<file path="config.mk">
export PLATFORM = sky130hd
export DESIGN_NAME = crc32_trailer_image_verifier
export DESIGN_NICKNAME = d
export VERILOG_FILES = /design/src/hdl/ctv_pkg.sv /design/src/hdl/ctv_tracker.sv /design/src/hdl/ctv_result_reg.sv /design/src/hdl/crc32_trailer_image_verifier.sv
export SDC_FILE = /design/constraint.sdc
export NUM_CORES = 1
export LEC_CHECK = 0
export ABC_CLOCK_PERIOD_IN_PS = 12300
export BUFFER_PORTS_ARGS = -buffer_cell sky130_fd_sc_hd__buf_2
export CORE_ASPECT_RATIO = 0.7
export CORE_MARGIN = 2
export CORE_UTILIZATION = 60
export CTS_CLUSTER_DIAMETER = 40
export DETAILED_ROUTE_END_ITERATION = 8
export PLACE_DENSITY = 0.81
export SYNTH_ARGS = -nofsm -noshare
export SYNTH_HDL_FRONTEND = slang
export SYNTH_SLANG_ARGS = --single-unit
</file>
<file path="constraint.sdc">
create_clock -name clk -period 12.3 [get_ports clk]
set_clock_uncertainty 0.05 [all_clocks]
set_input_delay 1.23 -clock clk [delete_from_list [all_inputs] [get_ports clk]]
set_output_delay 1.23 -clock clk [all_outputs]
set_load 0.05 [all_outputs]
</file>
<file path="src/hdl/ctv_pkg.sv">
package ctv_pkg;

	localparam logic [31:0] CrcPoly    = 32'hEDB88320;
	localparam logic [31:0] CrcAllOnes = 32'hFFFFFFFF;
	localparam int          TrailerLen = 4;
	localparam logic [2:0]  TrailerCnt = 3'(TrailerLen);

	typedef logic [7:0] byte_t;

	// One verdict for a finished image.
	typedef struct packed {
		logic        ok;
		logic        too_short;
		logic [31:0] computed;
		logic [31:0] received;
	} ctv_result_t;

	// Reflected CRC-32 update with one byte, one bit per step.
	function automatic logic [31:0] crc_feed_byte(input logic [31:0] acc, input byte_t b);
		logic [31:0] c;
		c = acc ^ {24'h000000, b};
		for (int k = 0; k < 8; k++) begin
			c = c[0] ? ((c >> 1) ^ CrcPoly) : (c >> 1);
		end
		return c;
	endfunction

endpackage

</file>
<file path="src/hdl/ctv_tracker.sv">
// Holds the CRC accumulator, the trailer delay line and the byte count, and
// forms the verdict for a final byte from the current state and that byte.
module ctv_tracker (
	input  logic                 clk,
	input  logic                 arst_n,
	input  logic                 step,
	input  ctv_pkg::byte_t       image_byte,
	input  logic                 final_byte,
	output ctv_pkg::ctv_result_t result
);

	logic [31:0]    crc_q;
	ctv_pkg::byte_t win_q [ctv_pkg::TrailerLen];
	logic [2:0]     count_q;

	logic [31:0] crc_next;
	logic [2:0]  count_next;
	logic        short_img;

	// The oldest byte enters the CRC only once the delay line is full.
	assign crc_next   = (count_q == ctv_pkg::TrailerCnt)
		? ctv_pkg::crc_feed_byte(crc_q, win_q[0]) : crc_q;
	assign count_next = (count_q == ctv_pkg::TrailerCnt) ? count_q : count_q + 3'd1;
	assign short_img  = (count_next != ctv_pkg::TrailerCnt);

	always_comb begin
		result.too_short = short_img;
		result.computed  = ~crc_next;
		result.received  = short_img ? 32'h00000000
			: {image_byte, win_q[3], win_q[2], win_q[1]};
		result.ok        = !short_img && (result.computed == result.received);
	end

	always_ff @(posedge clk or negedge arst_n) begin
		if (!arst_n) begin
			crc_q   <= ctv_pkg::CrcAllOnes;
			count_q <= 3'd0;
			for (int i = 0; i < ctv_pkg::TrailerLen; i++) begin
				win_q[i] <= 8'h00;
			end
		end else if (step) begin
			if (final_byte) begin
				crc_q   <= ctv_pkg::CrcAllOnes;
				count_q <= 3'd0;
				for (int i = 0; i < ctv_pkg::TrailerLen; i++) begin
					win_q[i] <= 8'h00;
				end
			end else begin
				crc_q   <= crc_next;
				count_q <= count_next;
				for (int i = 0; i < ctv_pkg::TrailerLen - 1; i++) begin
					win_q[i] <= win_q[i + 1];
				end
				win_q[ctv_pkg::TrailerLen - 1] <= image_byte;
			end
		end
	end

	a_count_bounded: assert property (@(posedge clk) disable iff (!arst_n)
		count_q <= ctv_pkg::TrailerCnt)
		else $error("byte count ran past the trailer length");

	a_final_restarts: assert property (@(posedge clk) disable iff (!arst_n)
		step && final_byte |=> count_q == 3'd0 && crc_q == ctv_pkg::CrcAllOnes)
		else $error("state did not restart after a final byte");

endmodule

</file>
<file path="src/hdl/ctv_result_reg.sv">
// Result register of the output channel; it takes a new verdict whenever
// it is empty or its current one is taken in the same cycle.
module ctv_result_reg (
	input  logic                 clk,
	input  logic                 arst_n,
	input  logic                 load,
	input  ctv_pkg::ctv_result_t result,
	input  logic                 out_stall,
	output logic                 free,
	output logic                 out_valid,
	output ctv_pkg::ctv_result_t result_q
);

	logic valid_q;

	assign free      = !valid_q || !out_stall;
	assign out_valid = valid_q;

	always_ff @(posedge clk or negedge arst_n) begin
		if (!arst_n) begin
			valid_q <= 1'b0;
		end else if (free) begin
			valid_q <= load;
		end
	end

	always_ff @(posedge clk) begin
		if (free && load) begin
			result_q <= result;
		end
	end

	a_short_verdict: assert property (@(posedge clk) disable iff (!arst_n)
		valid_q && result_q.too_short |->
			!result_q.ok && result_q.received == 32'h0 && result_q.computed == 32'h0)
		else $error("short image verdict carries a CRC or a pass");

	a_ok_matches: assert property (@(posedge clk) disable iff (!arst_n)
		valid_q && result_q.ok |-> result_q.computed == result_q.received)
		else $error("pass reported with unequal CRCs");

endmodule

</file>
<file path="src/hdl/crc32_trailer_image_verifier.sv">
// Channel | Handshake           | Payload
// --------+---------------------+---------------------------------------------
// in      | in_valid, in_stall  | image_byte, final_byte
// out     | out_valid, out_stall| image_ok, image_too_short, crc_computed,
//         |                     | crc_received
//
// A byte request is held in an input register, then updates the CRC state; a
// final byte also loads its verdict into the result register, from which
// out_valid is registered. One byte is taken every cycle while in_stall is
// low; the byte-wide CRC update sets the clock period.
// Reset clears the CRC, the delay line, the count and both valid flags.
// in_stall rises only when a final byte waits for an occupied, stalled
// result register; non-final bytes never wait.
module crc32_trailer_image_verifier (
	input  logic        clk,
	input  logic        arst_n,
	input  logic        in_valid,
	output logic        in_stall,
	input  logic [7:0]  image_byte,
	input  logic        final_byte,
	output logic        out_valid,
	input  logic        out_stall,
	output logic        image_ok,
	output logic        image_too_short,
	output logic [31:0] crc_computed,
	output logic [31:0] crc_received
);

	// Input register stage.
	logic           valid_s1;
	ctv_pkg::byte_t byte_s1;
	logic           final_s1;

	ctv_pkg::ctv_result_t verdict;
	ctv_pkg::ctv_result_t verdict_q;
	logic                 res_free;
	logic                 step_s1;

	// A registered byte moves on at once unless it is a final byte whose
	// verdict has nowhere to go yet.
	assign step_s1  = valid_s1 && (!final_s1 || res_free);
	assign in_stall = valid_s1 && !step_s1;

	always_ff @(posedge clk or negedge arst_n) begin
		if (!arst_n) begin
			valid_s1 <= 1'b0;
		end else if (!in_stall) begin
			valid_s1 <= in_valid;
		end
	end

	always_ff @(posedge clk) begin
		if (!in_stall && in_valid) begin
			byte_s1  <= image_byte;
			final_s1 <= final_byte;
		end
	end

	ctv_tracker u_tracker (
		.clk        (clk),
		.arst_n     (arst_n),
		.step       (step_s1),
		.image_byte (byte_s1),
		.final_byte (final_s1),
		.result     (verdict)
	);

	ctv_result_reg u_result (
		.clk       (clk),
		.arst_n    (arst_n),
		.load      (step_s1 && final_s1),
		.result    (verdict),
		.out_stall (out_stall),
		.free      (res_free),
		.out_valid (out_valid),
		.result_q  (verdict_q)
	);

	assign image_ok        = verdict_q.ok;
	assign image_too_short = verdict_q.too_short;
	assign crc_computed    = verdict_q.computed;
	assign crc_received    = verdict_q.received;

endmodule

</file>
==> results.toml <==
[cts]
clk_latency_ns = 0.42
cts.repair.resized = 0
clk_pin_slew_ns = 0.06
cts_buffer_depth = 2
cts-root-buf = "clkbuf_16"
cts.sinks = 144
htreeDepth = 4
cts_buffers = 17
tritoncts = "yes"
cts_hold_buf = 0
postCtsSetupRepairBufs = 0

[yosys]
synth_edf_count = 75
ys_warn_count = 0
syn_area_per_cell_um2 = 11.80
async_flop_share_pct = 47.92
synth_nets = 632
synth_compound_area_share_pct = 10.50
yosys_most_used_dff = "edfxtp_1"
synthAdderAreaFrac_pct = 0.3436
post_synth_num_cell_types = 68
synth-seq-cells = 144
synthCells = 617
synth_area_um2 = 7283
synth_top_family_by_area = "XOR/XNOR gates"
synth_xor_area_share_pct = 15.75
synth.area.mux_share_pct = 2.336
ys_seq_area_share_pct = 55.18
yosys.area_share.simple_pct = 12.88

[setup_path]
path_cells = "inv_1 > ha_1 > or3b_1 > a311oi_4 > buf_4 > inv_2 > o221ai_1 > o41ai_1 > a211oi_1 > nand4_1 > or4_1 > nor4_2"
critPathMaxStageDelay_ns = 0.57
path_buf_inv = 3
slowest_stage = "or4_1"
cp-start-kind = "flip-flop"
end_kind = "flip-flop"
arrival_ns = 4.14
critPathMaxFanout = 40
cp.required_ns = 12.50
path_class = "flip-flop to flip-flop"
cp_top_family = "simple AND/OR/NAND/NOR gates"

[job]
maxCapViolCount = 0

[outcome]
status = "finished, final reports clean"

[global_routing]
antenna_found_initial = 0
grt_usage_pct = 31.73
grt_pass1_vias = 4908
gr-total-overflow = 0
grt_max_degree = 70
grt_first_pass_wirelength_um = 29360

[floorplanning]
pin_count = 81
num_rows = 33
die_y_um = 96.18
initial_core_util_pct = 61.89
die_area_um2 = 13050
fp.dieW_um = 135.7
coreArea_um2 = 11770

[detailed_routing]
drtIter0Drc = 738
wl_um = 19520
drt_pass1_iterations = 5
routed-via-count = 5293
wire_per_inst_um = 22.59
via_per_inst = 6.126
antenna_left = 0
route.detailed.drc = 0

[layout]
multi_input_area_um2 = 3070
register_area_um2 = 4019
final_cell_mix = "80 x nand2_1, 80 x buf_2, 75 x edfxtp_1"
drive_gt1_share_pct = 24.33
nets = 709
fill_cells = 849
area_growth_pct = 15.27
fin_util_pct = 71.35
diodes = 0

[sta]
layout_setup_ws_ns = 8.359
period_minus_slack_ns = 3.941
hold_ws_ns = 0.4519
fmax_mhz = 253.7
worstMarginPinSlew_ns = 1.239
fin_crit_sh_pct = 32.04
slew-limit-headroom_pct = 17.43
finalSetupTns_ns = 0
drv_slew = 0
grt_setup_unrepaired = "false"
finalSetupViolCount = 0
hold_viol = 0

[power]
pwr_density_cell_nw_per_um2 = 242.2
power_w = 0.002033
power.leakage_nw = 3.687
peakVddDrop_uv = 129.6

[place]
dp_hpwl_um = 13650
gp_congestion = 0.9758
place_ws_ns = 8.518
io_buffers = 80

[hold_path]
hold_path_class = "flip-flop to flip-flop"
## synth_stat cells (17+ instances only)
cell type | instances | area, um2
inv_1 | 24 | 90.09
dfrtp_1 | 37 | 925.9
edfxtp_1 | 75 | 2252
xnor2_1 | 30 | 262.8
nor2_1 | 50 | 187.7
nand2_1 | 80 | 300.3
and2_1 | 21 | 131.4
mux2i_1 | 17 | 170.2
nand3_1 | 35 | 175.2
a21oi_1 | 50 | 250.2
dfstp_2 | 32 | 840.8
clkbuf_1 | 19 | 71.32
## registers in the layout, indices dropped and copies added, names as in the netlist
name	flops
u_result.out_valid	1
u_tracker.crc_q	32
valid_s1	1
final_s1	1
byte_s1	8
u_tracker.count_q	3
u_tracker.win_q	32
u_result.result_q	66
## logic make-up after synthesis
| group | after synthesis |
|---|---|
| simple gates | 205 |
| compound gates | 116 |
| flops | 144 |
| mux | 17 |
| fa+ha+maj | 2 |
| buf+inv | 56 |
| xor+xnor | 77 |
## final timing paths
check / slack, ns / endpoint / cells past startpoint / start
min: 0.45 / u_tracker.win_q[17]$_DFFE_PN0P_ / 2 / u_tracker.win_q[17]$_DFFE_PN0P_
min reg2reg: 0.45 / u_tracker.win_q[17]$_DFFE_PN0P_ / 2 / u_tracker.win_q[17]$_DFFE_PN0P_
min in group asynchronous: 0.96 / u_tracker.win_q[17]$_DFFE_PN0P_ / 2 / arst_n
max in group asynchronous: 10.63 / u_tracker.win_q[27]$_DFFE_PN0P_ / 2 / arst_n
max reg2reg: 8.36 / u_result.result_q[65]$_DFFE_PP_ / 12 / u_tracker.count_q[0]$_DFFE_PN0P_
max: 8.36 / u_result.result_q[65]$_DFFE_PP_ / 12 / u_tracker.count_q[0]$_DFFE_PN0P_
## tightest hold or removal path, cell delays in order (launching register included)
cell and delay, ns:
dfrtp_1 0.36, nand2_1 0.05, nand2_1 0.06
## layer usage
layer	global-route usage (%)	share of wire (%)	vias to the layer above
li1	-	-	2340
met1	47.21	43	2592
met2	46.09	43	324
met3	8.215	12	37
met4	9.722	1.9	0
met5	0	0	-
## stage by stage
| step | instances | instance area, um2 |
|---|---|---|
| floorplan | 617 | 7283 |
| global placement | 832 | 7848 |
| detailed placement | 832 | 7848 |
| CTS | 864 | 8396 |
| global route | 864 | 8396 |
| finish | 864 | 8396 |
## final cells by class
type	instances	share of cell area, %
flip-flops and latches	144	47.87
multi-input cells	417	36.57
clock buffers	24	5.887
repair buffers	89	5.574
well taps	157	2.340
inverters	25	1.118
clock inverters	8	0.6408
## report_power, final
part	internal [W]	switching, W	total, W
clock network	0.000282	0.000196	0.000477
registers	0.000613	0.0000724	0.000686
logic	0.000341	0.000530	0.000870
total	0.00124	0.000797	0.00203
Note: power is estimated with default switching activity, not from simulation.
